**src/design/jh2d_pkg.sv**
```systemverilog
// Package for the joint histogram block: widths, opcodes, register indexes, queue entry type.
// No dependencies.
package jh2d_pkg;
  localparam int MAX_BINS    = 64;
  localparam int BIN_W       = $clog2(MAX_BINS);
  localparam int ADDR_W      = 2 * BIN_W;
  localparam int DEPTH       = MAX_BINS * MAX_BINS;
  localparam int VALUE_WIDTH = 16;
  localparam int COUNT_WIDTH = 32;
  localparam int OFF_W       = VALUE_WIDTH + 1;
  localparam int NUM_W       = OFF_W + 7;
  localparam int CFG_IDX_W   = 3;
  localparam int CFG_DATA_W  = 32;

  localparam logic [1:0] OP_SAMPLE = 2'd0;
  localparam logic [1:0] OP_READ   = 2'd1;
  localparam logic [1:0] OP_CLEAR  = 2'd2;

  localparam logic [2:0] REG_FIRST_MIN   = 3'd0;
  localparam logic [2:0] REG_FIRST_MAX   = 3'd1;
  localparam logic [2:0] REG_SECOND_MIN  = 3'd2;
  localparam logic [2:0] REG_SECOND_MAX  = 3'd3;
  localparam logic [2:0] REG_FIRST_BINS  = 3'd4;
  localparam logic [2:0] REG_SECOND_BINS = 3'd5;
  localparam logic [2:0] REG_CLIP_EN     = 3'd6;
  localparam logic [2:0] REG_MAX_PER_BIN = 3'd7;

  // work handed from front to back
  typedef enum logic [1:0] {
    CMD_INC  = 2'd0,
    CMD_READ = 2'd1,
    CMD_CLR  = 2'd2
  } cmd_t;

  typedef struct packed {
    cmd_t              cmd;
    logic [ADDR_W-1:0] addr;
  } qent_t;
endpackage

```
**src/design/jh2d_front.sv**
```systemverilog
// Front end: accepts words, bins samples with a shared restoring divider.
// Depends on jh2d_pkg.
module jh2d_front (
  input  logic                          clk,
  input  logic                          rst_n,
  input  logic                          in_valid,
  output logic                          in_ready,
  input  logic [1:0]                    opcode,
  input  logic [jh2d_pkg::VALUE_WIDTH-1:0] first_value,
  input  logic [jh2d_pkg::VALUE_WIDTH-1:0] second_value,
  input  logic [jh2d_pkg::BIN_W-1:0]    rd_first,
  input  logic [jh2d_pkg::BIN_W-1:0]    rd_second,
  input  logic [jh2d_pkg::VALUE_WIDTH-1:0] first_min,
  input  logic [jh2d_pkg::VALUE_WIDTH-1:0] first_max,
  input  logic [jh2d_pkg::VALUE_WIDTH-1:0] second_min,
  input  logic [jh2d_pkg::VALUE_WIDTH-1:0] second_max,
  input  logic [6:0]                    first_bins,
  input  logic [6:0]                    second_bins,
  output logic                          q_push,
  output jh2d_pkg::qent_t               q_data,
  input  logic                          q_full
);
  import jh2d_pkg::*;

  typedef enum logic [3:0] {
    S_IDLE = 4'b0001,
    S_DIV  = 4'b0010,
    S_NEXT = 4'b0100,
    S_PUSH = 4'b1000
  } fst_t;

  fst_t              st_r, st_nxt;
  logic              axis_r;               // 0 first, 1 second
  logic [NUM_W-1:0]  num_r;                // numerator, shifted into quotient
  logic [OFF_W-1:0]  rem_r, den_r;
  logic [OFF_W-1:0]  off2_r, den2_r;
  logic [6:0]        bins2_r;
  logic [$clog2(NUM_W+1)-1:0] cnt_r;
  logic [BIN_W-1:0]  b1_r;
  qent_t             ent_r;

  function automatic logic [6:0] eff(input logic [6:0] b);
    if (b == 7'd0) return 7'd1;
    if (b > 7'(MAX_BINS)) return 7'(MAX_BINS);
    return b;
  endfunction

  logic signed [OFF_W-1:0] v1, v2, lo1, hi1, lo2, hi2;
  logic ok1, ok2;
  logic [OFF_W-1:0] o1, o2, d1, d2;
  logic [OFF_W:0]   trial;

  always_comb begin
    v1  = OFF_W'(signed'(first_value));
    v2  = OFF_W'(signed'(second_value));
    lo1 = OFF_W'(signed'(first_min));
    hi1 = OFF_W'(signed'(first_max));
    lo2 = OFF_W'(signed'(second_min));
    hi2 = OFF_W'(signed'(second_max));
    ok1 = (hi1 >= lo1) && (v1 >= lo1) && (v1 <= hi1);
    ok2 = (hi2 >= lo2) && (v2 >= lo2) && (v2 <= hi2);
    o1  = OFF_W'(v1 - lo1);
    o2  = OFF_W'(v2 - lo2);
    d1  = OFF_W'(hi1 - lo1) + OFF_W'(1);
    d2  = OFF_W'(hi2 - lo2) + OFF_W'(1);
    trial = {rem_r, num_r[NUM_W-1]} - {1'b0, den_r};
  end

  assign in_ready = (st_r == S_IDLE);
  assign q_push   = (st_r == S_PUSH) && !q_full;
  assign q_data   = ent_r;

  always_comb begin
    st_nxt = st_r;
    unique case (st_r)
      S_IDLE: if (in_valid) begin
        if (opcode == OP_SAMPLE) st_nxt = (ok1 && ok2) ? S_DIV : S_IDLE;
        else if (opcode == OP_READ || opcode == OP_CLEAR) st_nxt = S_PUSH;
      end
      S_DIV:  if (cnt_r == ($clog2(NUM_W+1))'(NUM_W - 1)) st_nxt = axis_r ? S_PUSH : S_NEXT;
      S_NEXT: st_nxt = S_DIV;
      S_PUSH: if (!q_full) st_nxt = S_IDLE;
      default: st_nxt = S_IDLE;
    endcase
  end

  always_ff @(posedge clk) begin
    if (!rst_n) st_r <= S_IDLE;
    else        st_r <= st_nxt;
    unique case (st_r)
      S_IDLE: begin
        axis_r  <= 1'b0;
        cnt_r   <= '0;
        rem_r   <= '0;
        num_r   <= NUM_W'(o1) * NUM_W'(eff(first_bins));
        den_r   <= d1;
        off2_r  <= o2;
        den2_r  <= d2;
        bins2_r <= eff(second_bins);
        ent_r.cmd  <= (opcode == OP_READ) ? CMD_READ : CMD_CLR;
        ent_r.addr <= {rd_second, rd_first};
      end
      S_DIV: begin
        cnt_r <= cnt_r + 1'b1;
        if (!trial[OFF_W]) begin
          rem_r <= trial[OFF_W-1:0];
          num_r <= {num_r[NUM_W-2:0], 1'b1};
        end else begin
          rem_r <= {rem_r[OFF_W-2:0], num_r[NUM_W-1]};
          num_r <= {num_r[NUM_W-2:0], 1'b0};
        end
        if (cnt_r == ($clog2(NUM_W+1))'(NUM_W - 1) && axis_r) begin
          ent_r.cmd  <= CMD_INC;
          ent_r.addr <= {(!trial[OFF_W] ? {num_r[BIN_W-2:0], 1'b1}
                                        : {num_r[BIN_W-2:0], 1'b0}), b1_r};
        end
        if (cnt_r == ($clog2(NUM_W+1))'(NUM_W - 1) && !axis_r)
          b1_r <= !trial[OFF_W] ? {num_r[BIN_W-2:0], 1'b1} : {num_r[BIN_W-2:0], 1'b0};
      end
      S_NEXT: begin
        axis_r <= 1'b1;
        cnt_r  <= '0;
        rem_r  <= '0;
        num_r  <= NUM_W'(off2_r) * NUM_W'(bins2_r);
        den_r  <= den2_r;
      end
      S_PUSH: ;
      default: ;
    endcase
  end
endmodule

```
**config.mk**
```make
export PLATFORM = sky130hd
export DESIGN_NAME = jh2d_front
export DESIGN_NICKNAME = d
export VERILOG_FILES = /design/src/design/jh2d_pkg.sv /design/src/design/jh2d_front.sv
export SDC_FILE = /design/constraint.sdc
export NUM_CORES = 1
export LEC_CHECK = 0
export ABC_CLOCK_PERIOD_IN_PS = 13200
export BUFFER_PORTS_ARGS = -buffer_cell sky130_fd_sc_hd__buf_2
export CAP_MARGIN = 20
export CELL_PAD_IN_SITES_DETAIL_PLACEMENT = 1
export CELL_PAD_IN_SITES_GLOBAL_PLACEMENT = 1
export CORE_ASPECT_RATIO = 1.75
export CORE_MARGIN = 10
export CORE_UTILIZATION = 28
export CTS_BUF_LIST = sky130_fd_sc_hd__clkbuf_16
export DETAILED_ROUTE_END_ITERATION = 7
export GPL_TIMING_DRIVEN = 0
export PLACE_DENSITY = 0.62
export SYNTH_ARGS = -nofsm -noshare
export SYNTH_HDL_FRONTEND = slang
export SYNTH_SLANG_ARGS = --single-unit
```
**constraint.sdc**
```tcl
create_clock -name clk -period 13.2 [get_ports clk]
set_input_delay 2.64 -clock clk [delete_from_list [all_inputs] [get_ports clk]]
set_output_delay 2.64 -clock clk [all_outputs]
set_load 0.01 [all_outputs]
```
==> results.py <==
metrics = {
    "worst_setup_path": {
        "startpoint_type": "input pin",
        "critical_path_required_ns": 13.36,
        "critical_path.slowest_cell": "xor2_1",
        "r2r_start": "bins2_r[4]$_SDFFCE_PP0P_",
        "r2r_setup_slack_ns": 7.11,
        "critPathKind": "input pin to flip-flop",
        "arrival_ns": 9.30,
        "path_delay_family": "adder cells",
        "reg2reg_to": "num_r[22]$_DFFE_PP_",
        "crit_top_cell": "fa_1",
        "worstSetupEndpointType": "flip-flop",
        "critPathMaxFanout": 7,
        "crit_cells": 26,
        "ff2ff_path_depth": 17,
        "crit_buf_inv": 4,
        "cp_slowest_stage_delay_ns": 0.68,
    },
    "timing": {
        "clock.fmax_mhz": 109,
        "finalCritPeriodShare_pct": 69.2,
        "fin_crit_ns": 9.14,
        "setup_viol": 0,
        "rsz0062_at_grt": "false",
        "tightest_slew_ns": 1.06,
        "setup_tns_ns": 0,
        "fin_worst_skew_ns": 0.0174,
        "finalHoldViolCount": 0,
        "slew_headroom_pct": 28.5,
        "finalMaxSlewViolations": 0,
    },
    "yosys": {
        "ys_seq_area_share_pct": 21.3,
        "synth_nets": 2541,
        "post-synth-top-count-cell": "inv_1",
        "synth_cell_types": 76,
        "synth_top_area_share_pct": 20.9,
        "synth-async-reset-ratio_pct": 0,
        "synth_cells": 2008,
        "synth-edff-count": 125,
        "ys_warn_count": 0,
        "synthFlopType": "edfxtp_1",
        "ys_top_cells_by_area": "edfxtp_1, fa_1, ha_1",
        "synth-seq-cells": 129,
        "syn_area_mm2": 0.0180,
        "yosys.area.top_type": "edfxtp_1",
        "synthTopCellsByCount": "inv_1, ha_1, nand2_1",
        "synth.avg_cell_area_um2": 8.96,
    },
    "grt": {
        "grt_pass1_wl_mm": 94.2,
        "track_usage_pct": 16.1,
        "grt_overflow": 0,
        "grt.met3_usage_pct": 1.82,
        "globalRouteMet1Util_pct": 16.9,
        "busiest_layer": "met2",
        "grt_pass1_vias": 17100,
        "use_met2_pct": 31.5,
        "grt_max_degree": 28,
        "antenna_found_initial": 5,
    },
    "routing": {
        "first_iter_violations": 612,
        "drtPass1Iterations": 7,
        "postRouteAntennaNets": 0,
        "totalWireLength_mm": 60.6,
        "drc": 0,
        "route.vias.total": 15100,
        "routedWlPerCell_um": 20.2,
        "routed_via_density": 5.06,
    },
    "cts": {
        "clk_pin_slew_ns": 0.06,
        "clock-root-buffer": "clkbuf_16",
        "numCtsBuffers": 17,
        "cts_hold_buf": 0,
        "cts_tree": "yes",
        "max-clock-path-buffers": 2,
        "cts_sinks": 129,
        "ctsResizeCount": 0,
        "clkLatencyLatePin_ns": 0.44,
        "cts.htree.levels": 4,
        "post_cts.repair.setup_buffers": 0,
    },
    "min_path": {
        "hp-start": "num_r[2]$_DFFE_PP_",
        "hold_end": "b1_r[3]$_DFFE_PP_",
        "hp-class": "flip-flop to flip-flop",
        "whs_path_depth": 0,
    },
    "die": {
        "rows": 122,
        "design.core.area_mm2": 0.0635,
        "die_area_mm2": 0.0752,
        "fp.dieH_um": 355,
        "initial_utilization_pct": 28.3,
        "die_w_um": 212,
        "ios": 144,
    },
    "outcome": {
        "status": "finished clean",
    },
    "placed_design": {
        "place.gp.congestion": 0.889,
        "hpwlAfterDp_mm": 52.3,
        "portBuffers": 143,
        "dpl-instance-area_mm2": 0.0198,
    },
    "finish": {
        "drive_gt1_share_pct": 9.64,
        "nets": 2708,
        "area_growth_pct": 13.4,
        "antenna_cells": 0,
        "design_area_mm2": 0.0204,
    },
    "power_and_ir_drop": {
        "powerDensity_mw_per_mm2": 264,
        "p_leak_nw": 9.66,
        "power_mw": 5.38,
        "ir_worst_vdd_uv": 182,
    },
    "flow_run": {
        "maxCapViolations": 0,
    },
}
==> how the worst max path moves through the flow <==
stage                               from                  end
final                     first_value[0]  num_r[21]$_DFFE_PP_
after global routing      first_value[0]  num_r[21]$_DFFE_PP_
after floorplan           first_value[0]  num_r[16]$_DFFE_PP_
after CTS                 first_value[0]  num_r[21]$_DFFE_PP_
after detailed placement  first_value[0]  num_r[21]$_DFFE_PP_
after global placement    first_value[0]  num_r[21]$_DFFE_PP_
==> area by class of cell <==
type / instances / area, um^2
plain buffers: 43 / 178
clock buffers: 17 / 425
clock inverters: 15 / 209
fillers: 7575 / 43100
inverters: 306 / 1150
multi-input cells: 1530 / 12900
flip-flops and latches: 129 / 3830
well taps: 806 / 1010
repair buffers: 148 / 762
==> cells by family (layout without fill, tap and decap cells) <==
family | Yosys count | in the layout | synth area share (%)
AOI/OAI and AO/OA | 362 | 362 | 13.8
xor gates and xnor gates | 92 | 92 | 4.48
adders and majority gates | 405 | 405 | 35.1
buffers and inverters | 349 | 529 | 7.36
DFF | 129 | 129 | 21.3
muxes | 21 | 21 | 1.20
and+or+nand+nor | 650 | 650 | 16.8
==> stage by stage <==
stage	hold WS [ns]	instances	utilization, %	setup slack, ns
floorplan	0.426	2008	-	4.60
global placement	0.435	2957	31.1	3.61
detailed placement	0.441	2962	31.2	3.57
CTS	0.457	2994	32.2	4.02
global route	0.480	2994	32.2	3.63
finish	0.458	2994	32.2	4.06
==> worst reg2reg max path: stages, from the launching register on <==
cell and delay, ns:
edfxtp_1 0.32, clkbuf_1 0.44, clkbuf_1 0.44, nand2_1 0.15, fa_1 0.56, inv_1 0.06
fa_1 0.50, fa_1 0.52, fa_1 0.49, ha_1 0.38, a2111oi_0 0.47, o21ai_0 0.19
a32oi_1 0.19, nand2_1 0.12, a31oi_1 0.34, o21ai_0 0.18, xnor2_1 0.34, o21ai_1 0.10
==> report_power, final <==
group	leakage (nW)	internal, mW	switching, mW
Combinational	8.05	1.61	2.47
Sequential	1.30	0.689	0.104
Clock	0.311	0.318	0.195
Total	9.66	2.62	2.77
==> registers in the layout, summed over array words and instances, names as in the netlist <==
name	count
den2_r	17
axis_r	1
num_r	24
bins2_r	7
rem_r	17
cnt_r	5
st_r	4
off2_r	17
q_data	14
b1_r	6
den_r	17
==> per-layer routing <==
layer	vias to the layer above	share of wire, %
met1	7641	38
met5	-	0
met4	0	3.6
met3	83	3.0
met2	275	55
li1	7140	-
==> placed cells by master, fill, tap and decap left out, types with 16 or more instances in the layout <==
cell	instances
and2_1	36
nor2b_1	32
ha_1	238
xnor2_1	57
nand2b_1	34
o21a_1	22
o21ai_0	51
o21ai_1	24
nand2_1	207
nor2_1	201
a211oi_1	19
clkbuf_1	39
nor3_1	27
a21o_1	30
mux2i_1	16
nand3_1	32
a21oi_1	81
nand4_1	20
clkbuf_16	17
inv_1	306
buf_2	144
xor2_1	35
edfxtp_1	125
fa_1	167
(Power assumes the default switching activity.)
