===== src/design/jh2d_pkg.sv =====
// Package for the joint histogram block: widths, opcodes, register indexes, queue entry type.
// No dependencies.
package jh2d_pkg;
  localparam int MAX_BINS    = 64;
  localparam int BIN_W       = $clog2(MAX_BINS);
  localparam int ADDR_W      = 2 * BIN_W;
  localparam int DEPTH       = MAX_BINS * MAX_BINS;
  localparam int VALUE_WIDTH = 16;
  localparam int COUNT_WIDTH = 32;
  localparam int OFF_W       = VALUE_WIDTH + 1;
  localparam int NUM_W       = OFF_W + 7;
  localparam int CFG_IDX_W   = 3;
  localparam int CFG_DATA_W  = 32;

  localparam logic [1:0] OP_SAMPLE = 2'd0;
  localparam logic [1:0] OP_READ   = 2'd1;
  localparam logic [1:0] OP_CLEAR  = 2'd2;

  localparam logic [2:0] REG_FIRST_MIN   = 3'd0;
  localparam logic [2:0] REG_FIRST_MAX   = 3'd1;
  localparam logic [2:0] REG_SECOND_MIN  = 3'd2;
  localparam logic [2:0] REG_SECOND_MAX  = 3'd3;
  localparam logic [2:0] REG_FIRST_BINS  = 3'd4;
  localparam logic [2:0] REG_SECOND_BINS = 3'd5;
  localparam logic [2:0] REG_CLIP_EN     = 3'd6;
  localparam logic [2:0] REG_MAX_PER_BIN = 3'd7;

  // work handed from front to back
  typedef enum logic [1:0] {
    CMD_INC  = 2'd0,
    CMD_READ = 2'd1,
    CMD_CLR  = 2'd2
  } cmd_t;

  typedef struct packed {
    cmd_t              cmd;
    logic [ADDR_W-1:0] addr;
  } qent_t;
endpackage


===== src/design/jh2d_queue.sv =====
// Two-entry queue between front and back ends.
// Depends on jh2d_pkg.
module jh2d_queue (
  input  logic            clk,
  input  logic            rst_n,
  input  logic            push,
  input  jh2d_pkg::qent_t wdata,
  output logic            full,
  input  logic            pop,
  output jh2d_pkg::qent_t rdata,
  output logic            empty
);
  import jh2d_pkg::*;
  qent_t      mem_r [2];
  logic       wp_r, rp_r;
  logic [1:0] n_r;

  assign full  = (n_r == 2'd2);
  assign empty = (n_r == 2'd0);
  assign rdata = mem_r[rp_r];

  always_ff @(posedge clk) begin
    if (push) mem_r[wp_r] <= wdata;
    if (!rst_n) begin
      wp_r <= 1'b0; rp_r <= 1'b0; n_r <= '0;
    end else begin
      if (push) wp_r <= ~wp_r;
      if (pop)  rp_r <= ~rp_r;
      n_r <= n_r + 2'(push) - 2'(pop);
    end
  end
endmodule


===== config.mk =====
export PLATFORM = sky130hd
export DESIGN_NAME = jh2d_queue
export DESIGN_NICKNAME = d
export VERILOG_FILES = /design/src/design/jh2d_pkg.sv /design/src/design/jh2d_queue.sv
export SDC_FILE = /design/constraint.sdc
export NUM_CORES = 1
export LEC_CHECK = 0
export ABC_AREA = 0
export BUFFER_PORTS_ARGS = -buffer_cell sky130_fd_sc_hd__buf_2
export CELL_PAD_IN_SITES_DETAIL_PLACEMENT = 1
export CELL_PAD_IN_SITES_GLOBAL_PLACEMENT = 2
export CORE_MARGIN = 3
export CORE_UTILIZATION = 35
export CTS_CLUSTER_DIAMETER = 100
export DETAILED_ROUTE_END_ITERATION = 10
export PLACE_DENSITY_LB_ADDON = 0.1
export SETUP_SLACK_MARGIN = 0.02
export SLEW_MARGIN = 0
export SYNTH_ARGS = -nofsm -noshare
export SYNTH_HDL_FRONTEND = slang
export SYNTH_SLANG_ARGS = --single-unit

===== constraint.sdc =====
create_clock -name clk -period 1.81 [get_ports clk]
set_input_delay 0.543 -clock clk [delete_from_list [all_inputs] [get_ports clk]]
set_output_delay 0.543 -clock clk [all_outputs]
set_load 0.02 [all_outputs]

==> qor.yml, run 1 <==
logic_synthesis:
  synth_ff_type: "edfxtp_1"
  yosysUniqueCellTypes: 12
  yosys-top-cells-area: "edfxtp_1, mux2_2, dfxtp_1"
  synth.cell_area_sq_um: 1230
  yosys_warnings: 0
  synth_edf_count: 28
  async_reset_ff_share_pct: 0
  synth_nets: 84
  yosys-top-cells-count: "edfxtp_1, mux2_2, dfxtp_1"
  synth_top_area_share_pct: 68.1
  seq_area_frac_synth_pct: 76.2
  synth_area_leader_cell: "edfxtp_1"
  synth_seq_cells: 33
  synth_cells: 64
  yosysMostFrequentCell: "edfxtp_1"
  syn_area_per_cell_sq_um: 19.3
die:
  placementRows: 20
  coreArea_sq_um: 3200
  fp.dieH_um: 65.4
  num_io_pins: 34
  initial_utilization_pct: 38.6
  fp.dieW_um: 65.4
  fp.dieArea_sq_um: 4280
clocking:
  cts_hold_buf: 0
  cts_buffers: 5
  clock_latency_ps: 320
  clk_path_buf_depth: 2
  cts_num_sinks: 33
  post_cts_buffers: 0
  cts_resized: 46
  ctsRootBufferMaster: "clkbuf_4"
  clk_transition_reported_paths_ps: 90
  tritoncts: "built"
  h-tree-depth: 2
final_layout:
  n_fill_cell: 326
  final_area_sq_um: 1680
  n_antenna_cell: 0
  fin_nets: 128
  area_delta_synth_final_pct: 36.3
  drive_gt1_share_pct: 53.2
pwr:
  power_density_nw_per_um2: 950
  power_mw: 1.60
  ir_drop_uv: 470
  leakage_nw: 0.691
worst_setup_path:
  required_ps: 1270
  r2r_setup_slack_ps: 560
  worstSetupPathType: "flip-flop to primary output"
  end_kind: "primary output"
  arrival_ps: 1270
  cp_max_fo: 8
  timing.rr.start: "n_r[0]"
  crit_path_start_kind: "flip-flop"
  timing.rr.end: "n_r[1]"
  reg2reg_depth: 6
placed_design:
  gp_congestion: 0.615
  dp_hpwl_mm: 1.63
  dpl-instance-area_sq_um: 1480
  port_buffers: 33
min_path:
  min_path_cells: 1
  hold_end: "mem_r[1][6]"
  holdCritStartpoint: "wdata[6]"
  hold_path.class: "input pin to flip-flop"
detailed_routing:
  num_vias: 692
  drt_wl_total_mm: 2.17
  drcViolationCount: 0
  ant_nets: 0
  wl_per_cell_um: 14.2
  first_iter_violations: 19
  firstDrtPassIters: 4
  via_per_inst: 4.52
sta:
  worstMarginPinSlew_ps: 209
  hold_viol: 0
  tns_ps: -9.94
  finalWorstSetupSlack_ps: -4.46
  whs_ps: 403
  grt_setup_unrepaired: "yes"
  finalClockSkew_ps: 5.53
  setup_viol: 3
  maxSlewViolCount: 0
  slew_headroom_pct: 86.1
  fmax_ghz: 0.551
  period_share_pct: 100
  timing.final.crit_period_ps: 1810
outcome:
  violations: "negative setup slack"
  status: "complete, but fails checks"
global_route:
  grt_pass1_vias: 776
  grt_overflow: 0
  grt_pass1_wl_mm: 3.71
  antenna_found_initial: 0
  grt_start_max_net_pins: 15
  grt_util_all_layers_pct: 12.3
flow_run:
  maxCapViolCount: 0
how the worst max path moves through the flow:
stage,end,cells past startpoint
after floorplan,mem_r[0][0],1
after global placement,rdata[11],3
after detailed placement,rdata[11],3
after CTS,rdata[11],3
after global routing,rdata[7],3
final,rdata[3],3
worst max-delay path, stage by stage, from the launching register on:
cell and delay [ps]:
dfxtp_2 360, buf_8 150, mux2_4 320, buf_6 130
layout make-up:
class | instances | area, sq um | area share, %
clock inverter | 1 | 3.75 | 0.223
clock buffer | 7 | 45.0 | 2.68
inverter | 2 | 7.51 | 0.446
timing repair buffer | 38 | 302 | 17.9
multi-input combinational | 28 | 328 | 19.5
tap | 44 | 55.1 | 3.27
sequential | 33 | 942 | 56.0
report_power, final:
group	internal (mW)	switching, mW	leakage, nW
sequential	0.876	0.0211	0.305
combinational	0.183	0.151	0.359
clock	0.149	0.218	0.0269
through the flow:
stage	utilization, %	instances	setup WS (ps)
finish	52.5	153	-4.46
global route	52.5	153	-57.5
CTS	52.5	153	-33.8
detailed placement	46.3	145	270
global placement	46.3	145	284
floorplan	-	64	170
layer usage:
metal | track usage [%] | part of all wire (%)
met4 | 6.99 | 1.7
met2 | 19.5 | 51
met5 | 0 | 0
met3 | 4.44 | 7.2
met1 | 14.3 | 40
cell families after synthesis:
family | after synthesis | share of synthesized area, %
and+or+nand+nor | 9 | 4.36
adders and majority gates | 2 | 2.03
DFF | 33 | 76.2
buffers and inverters | 3 | 1.52
AOI/OAI and AO/OA | 1 | 0.608
xor gates and xnor gates | 2 | 2.53
muxes | 14 | 12.8
cell usage in the layout (no fill, tap or decap), drive strengths merged:
cell    instances
xnor3           1
nor2            1
clkbuf          7
mux2           14
dfxtp           5
inv             2
o21a            1
ha              2
nor2b           4
and2            4
edfxtp         28
xor2            1
buf            38
clkinv          1
registers in the layout, indices dropped and copies added (netlist names), named ones only:
name,flops
mem_r,28
n_r,2
wp_r,1
rp_r,1
No activity file was read; power rests on OpenSTA's default activity.
==> run 2, diff against run 1 <==
--- a/config.mk
+++ b/config.mk
@@ -5,14 +5,15 @@
 export SDC_FILE = /design/constraint.sdc
 export NUM_CORES = 1
 export LEC_CHECK = 0
-export ABC_AREA = 0
+export ABC_AREA = 1
 export BUFFER_PORTS_ARGS = -buffer_cell sky130_fd_sc_hd__buf_2
 export CELL_PAD_IN_SITES_DETAIL_PLACEMENT = 1
 export CELL_PAD_IN_SITES_GLOBAL_PLACEMENT = 2
 export CORE_MARGIN = 3
-export CORE_UTILIZATION = 35
+export CORE_UTILIZATION = 34
 export CTS_CLUSTER_DIAMETER = 100
 export DETAILED_ROUTE_END_ITERATION = 10
+export GPL_TIMING_DRIVEN = 0
 export PLACE_DENSITY_LB_ADDON = 0.1
 export SETUP_SLACK_MARGIN = 0.02
 export SLEW_MARGIN = 0
==> run 2 against run 1 <==
  * The run still ends with negative setup slack left
  * Flip-flop and latch count unchanged
  * Clock skew down 1.5 ps
  * Register-to-register slack worse by 80 ps
  * Via count up 4.9%
  * Clock power up 40%
  * Non-clock buffer count down 2
  * Synthesized cell count up 19%
  * Count of clock-buffer cells in the layout down 1
  * Die area up 2.7%
  * First-iteration DRC count down 16%
  * Critical path depth unchanged
  * Final cell count up 7.8%
  * Highest routed layer unchanged
==> qor.yml, run 2 <==
logic_synthesis:
  seq_area_frac_synth_pct: 76.2
  synth_ff_type: "edfxtp_1"
  synth_mux_area_share_pct: 12.8
  yosys-top-cells-area: "edfxtp_1, mux2_2, dfxtp_1"
  synth_seq_cells: 33
  synth_nets: 96
  synth.cell_area_sq_um: 1230
  synth_top_area_share_pct: 68.1
  synthAdderAreaFrac_pct: 2.03
  synth_edf_count: 28
  synth_area_leader_cell: "edfxtp_1"
  yosys.area_share.simple_pct: 5.57
  synth_compound_area_share_pct: 0.405
  synth_top_family_by_area: "multiplexers"
  synth_cells: 76
  yosysUniqueCellTypes: 10
  syn_area_per_cell_sq_um: 16.2
  synth_xor_xnor_area_share_pct: 0
  yosys-top-cells-count: "edfxtp_1, mux2_2, nor2_1"
  yosys_warnings: 0
  yosysMostFrequentCell: "edfxtp_1"
  async_reset_ff_share_pct: 0
final_layout:
  layout_common_cells: "edfxtp_1, buf_2, buf_6, mux2_4"
  largest_reg_flops: 28
  area_delta_synth_final_pct: 39.4
  top_regs: "mem_r x28, n_r x2"
  mostFrequentLayoutCell: "edfxtp_1"
  fin_util_pct: 50.4
  drive_gt1_share_pct: 48.7
  final_area_sq_um: 1720
  fin_nets: 138
  n_antenna_cell: 0
  regMostFlops: "mem_r"
worst_setup_path:
  cp.depth: 3
  crit_buf_inv: 2
  crit_path_start_kind: "flip-flop"
  cpLargestDelayFamily: "flip-flops"
  end_kind: "primary output"
  cp-endpoint: "rdata[6]"
  arrival_ps: 1300
  reg2reg_depth: 1
  timing.rr.start: "wp_r"
  cpMaxStageDelayCell: "dfxtp_4"
  required_ps: 1270
  worstSetupPathType: "flip-flop to primary output"
  timing.rr.end: "mem_r[0][1]"
  max_stage_delay_ps: 400
  r2r_setup_slack_ps: 480
  cp_max_fo: 5
  path_cells: "buf_8, mux2_4, buf_6"
sta:
  period_share_pct: 102
  worstMarginPinSlew_ps: 794
  hold_viol: 0
  slew_headroom_pct: 47.0
  fmax_ghz: 0.544
  finalClockSkew_ps: 4.01
  setup_viol: 14
  finalWorstSetupSlack_ps: -28.4
  timing.final.crit_period_ps: 1840
  maxSlewViolCount: 0
  grt_setup_unrepaired: "yes"
clocking:
  cts_hold_buf: 0
  cts_buffers: 5
  cts_num_sinks: 33
  h-tree-depth: 2
  clock_latency_ps: 320
  clk_transition_reported_paths_ps: 100
  tritoncts: "built"
  clk_path_buf_depth: 2
  ctsRootBufferMaster: "clkbuf_4"
die:
  fp.dieW_um: 66.3
  coreArea_sq_um: 3420
  num_io_pins: 34
  fp.dieArea_sq_um: 4390
  fp.dieH_um: 66.3
  placementRows: 21
  initial_utilization_pct: 36.2
detailed_routing:
  drt_wl_total_mm: 2.12
  via_per_inst: 4.40
  drcViolationCount: 0
  first_iter_violations: 16
  ant_nets: 0
  wl_per_cell_um: 12.8
  firstDrtPassIters: 4
  num_vias: 726
pwr:
  power_mw: 1.69
  power.switching_uw: 383
  p_seq_share_pct: 52.8
  ir_drop_uv: 474
  pwr-share-clk_pct: 30.4
  leakage_nw: 0.731
  power_density_nw_per_um2: 983
  swShare_pct: 22.6
  p_int_mw: 1.31
  combPwrFrac_pct: 16.8
outcome:
  violations: "negative setup slack"
  status: "complete, but fails checks"
global_route:
  grt_pass1_vias: 754
  grt_start_max_net_pins: 15
  grt_util_all_layers_pct: 11.7
  grt_overflow: 0
  antenna_found_initial: 0
  grt_pass1_wl_mm: 3.54
placed_design:
  dp_hpwl_mm: 1.37
  dpl-instance-area_sq_um: 1460
  gp_congestion: 0.621
  port_buffers: 33
  preCtsSetupSlack_ps: -325
min_path:
  hold_path.class: "input pin to flip-flop"
flow_run:
  maxCapViolCount: 0
run 2: changes by cell type in the layout (fill, tap and decap cells not counted), moves of 3 or more:
cell     change
nand2_1      +8
inv_1        +5
and2_1       -4
nor2b_1      -4
nor2_1       +7
buf_4        -3
run 2: metal layers:
layer,part of all wire (%),track usage [%],up-vias
li1,-,-,356
met3,7.6,6.46,5
met4,1.4,4.57,0
met5,0,0,-
met1,40,12.5,339
met2,51,19.0,26
run 2: worst min path at each step:
stage	start	to	slack, ps	depth (start not counted)
5_1_grt	wdata[2]	mem_r[0][2]	380	1
3_3_place_gp	rp_r	rp_r	480	2
3_5_place_dp	rp_r	flip-flop	500	2
2_1_floorplan	rp_r	flip-flop	460	2
6_report	wdata[12]	mem_r[0][12]	400	1
4_1_cts	wdata[5]	mem_r[0][5]	390	1
run 2: through the flow:
step | hold WS, ps | TNS, ps | instances
final | 400 | -233 | 165
after global routing | 377 | -1040 | 165
after CTS | 387 | -564 | 165
after detailed placement | 496 | -4550 | 155
after global placement | 478 | -4280 | 155
after floorplan | 463 | 0 | 76
run 2: timing repair:
| item | CTS | global route |
|---|---|---|
| buffers inserted | 1 | 0 |
| endpoints found under the setup margin | 14 | 14 |
| cloned | 1 | 0 |
| resized for setup | 47 | 0 |
| pin swaps | 0 | 0 |
run 2: kinds of logic after synthesis:
logic type      after synthesis
flops                        33
simple gates                 18
mux                          14
buf+inv                       8
fa+ha+maj                     2
compound gates                1
run 2: power groups by stage:
| stage | combinational [mW] | clock, mW | sequential (mW) |
|---|---|---|---|
| after detailed placement | 0.212 | 0 | 0.909 |
| after global placement | 0.208 | 0 | 0.907 |
| final | 0.284 | 0.514 | 0.893 |
| after CTS | 0.289 | 0.530 | 0.893 |
| after global routing | 0.313 | 0.565 | 0.900 |
| after floorplan | 0.138 | 0 | 0.903 |
run 2: final cells by class:
| cell class | instances | area [sq um] |
|---|---|---|
| Tap cell | 46 | 57.6 |
| Clock inverter | 2 | 33.8 |
| Sequential cell | 33 | 945 |
| Multi-Input combinational cell | 35 | 312 |
| Clock buffer | 6 | 41.3 |
| Inverter | 7 | 26.3 |
| Fill cell | 352 | 1690 |
| Buffer | 1 | 15.0 |
| Timing Repair Buffer | 35 | 292 |
==> run 3, diff against run 2 <==
--- a/config.mk
+++ b/config.mk
@@ -15,6 +15,7 @@
 export DETAILED_ROUTE_END_ITERATION = 10
 export GPL_TIMING_DRIVEN = 0
 export PLACE_DENSITY_LB_ADDON = 0.1
+export REMOVE_ABC_BUFFERS = 1
 export SETUP_SLACK_MARGIN = 0.02
 export SLEW_MARGIN = 0
 export SYNTH_ARGS = -nofsm -noshare
==> run 3 against run 2 <==
  * The flow still finishes with violations (negative setup slack)
  * Fmax decreased by 0.40%
  * Utilization decreased by 0.81 points
  * Setup slack got worse by 7.3 ps
  * Flip-flop and latch count unchanged
  * Non-clock buffer count unchanged
  * Final cell count unchanged
  * Routed wire length decreased by 0.28%
  * Critical path type unchanged
  * Critical endpoint is now rdata[2]
  * Largest power group unchanged
  * Highest routed layer unchanged
==> qor.yml, run 3 (same netlist as run 2, synthesis figures left out) <==
outcome:
  status: "complete, but fails checks"
  violations: "negative setup slack"
die:
  fp.dieH_um: 66.3
  placementRows: 21
  fp.dieArea_sq_um: 4390
  initial_utilization_pct: 36.2
  fp.dieW_um: 66.3
  num_io_pins: 34
  coreArea_sq_um: 3420
final_layout:
  drive_gt1_share_pct: 50.4
  top_regs: "mem_r x28, n_r x2"
  n_fill_cell: 357
  final_area_sq_um: 1690
  instances_no_fill: 165
  area_delta_synth_final_pct: 37.2
  fin_nets: 138
  n_antenna_cell: 0
  regMostFlops: "mem_r"
  fin_util_pct: 49.6
  mostFrequentLayoutCell: "edfxtp_1"
  layout_common_cells: "edfxtp_1, buf_2, buf_6, mux2_4"
  largest_reg_flops: 28
  register_area_sq_um: 945
  multiInputGateArea_sq_um: 312
detailed_routing:
  ant_nets: 0
  firstDrtPassIters: 3
  first_iter_violations: 14
  drt_wl_total_mm: 2.11
  via_per_inst: 4.44
  num_vias: 733
  drcViolationCount: 0
  wl_per_cell_um: 12.8
sta:
  worstMarginPinSlew_ps: 730
  finalWorstSetupSlack_ps: -35.7
  slew_headroom_pct: 51.2
  maxSlewViolCount: 0
  timing.final.crit_period_ps: 1850
  fmax_ghz: 0.542
  grt_setup_unrepaired: "yes"
  finalClockSkew_ps: 5.27
  setup_viol: 7
  hold_viol: 0
  period_share_pct: 102
clocking:
  ctsRootBufferMaster: "clkbuf_4"
  cts_buffers: 5
  clk_transition_reported_paths_ps: 100
  h-tree-depth: 2
  tritoncts: "built"
  cts_hold_buf: 0
  clk_path_buf_depth: 2
  clock_latency_ps: 320
  cts_num_sinks: 33
worst_setup_path:
  required_ps: 1270
  worstSetupPathType: "flip-flop to primary output"
  arrival_ps: 1300
  end_kind: "primary output"
  crit_path_start_kind: "flip-flop"
  timing.rr.start: "n_r[0]"
  cp_max_fo: 7
global_route:
  antenna_found_initial: 0
  grt_pass1_wl_mm: 3.46
  grt_overflow: 0
  grt_pass1_vias: 783
  grt_util_all_layers_pct: 11.1
  grt_start_max_net_pins: 15
pwr:
  leakage_nw: 0.718
  p_seq_share_pct: 57.0
  power.switching_uw: 399
  pwr-share-clk_pct: 24.9
  ir_drop_uv: 446
  power_density_nw_per_um2: 924
  p_int_mw: 1.17
  combPwrFrac_pct: 18.1
  swShare_pct: 25.5
min_path:
  hold_path.class: "input pin to flip-flop"
  holdCritStartpoint: "wdata[4]"
placed_design:
  placed_cells: 154
  preCtsSetupSlack_ps: -254
  dpl-instance-area_sq_um: 1450
  gp_congestion: 0.662
  dp_hpwl_mm: 1.40
  port_buffers: 33
flow_run:
  maxCapViolCount: 0
run 3: changes by cell type in the layout (fill, tap and decap cells not counted), sizes merged:
cell,delta
clkinvlp,+1
bufinv,-1
clkbuf,-1
clkinv,+1
run 3: cell type report:
| cell class | instances | share of cell area (%) |
|---|---|---|
| sequential | 33 | 55.8 |
| multi-input combinational | 35 | 18.4 |
| timing repair buffer | 36 | 17.7 |
| tap | 46 | 3.40 |
| clock buffer | 5 | 2.22 |
| inverter | 7 | 1.55 |
| clock inverter | 3 | 1.03 |
run 3: final timing paths:
check | endpoint | slack [ps] | cells past startpoint
worst max register to register | n_r[1] | 510 | 8
worst min register to register | rp_r | 510 | 2
worst max-delay path | rdata[2] | -40 | 3
worst min-delay path | mem_r[1][4] | 400 | 1
run 3: power groups by stage:
stage          clock network (mW)  logic [mW]  registers, mW
2_1_floorplan                   0       0.130          0.907
3_3_place_gp                    0       0.200          0.913
3_5_place_dp                    0       0.203          0.916
4_1_cts                     0.406       0.289          0.892
5_1_grt                     0.451       0.308          0.898
6_report                    0.390       0.283          0.892
run 3: repair_timing:
action                                  CTS  global route
endpoints found under the setup margin   14            28
resized for setup                        47             1
gates cloned                              0             0
setup buffers                             3             0
endpoints found under the hold margin     0             0
run 3: metal layers:
layer / up-vias / GRT usage (%) / wire (um)
li1: 352 / - / -
met1: 356 / 11.7 / 856
met2: 23 / 18.8 / 1110
met3: 2 / 5.44 / 133
met4: 0 / 4.57 / 16
met5: - / 0 / 0
run 3: per-stage QoR:
| step | hold slack (ps) | power (mW) | setup TNS [ps] |
|---|---|---|---|
| CTS | 384 | 1.59 | -500 |
| finish | 399 | 1.56 | -224 |
| detailed placement | 496 | 1.12 | -4250 |
| global placement | 476 | 1.11 | -5170 |
| global route | 373 | 1.66 | -1130 |
| floorplan | 463 | 1.04 | 0 |
run 3: critical path, stage by stage (launching register included):
cell and delay [ps]:
dfxtp_4 390, buf_8 150, mux2_4 310, buf_6 130
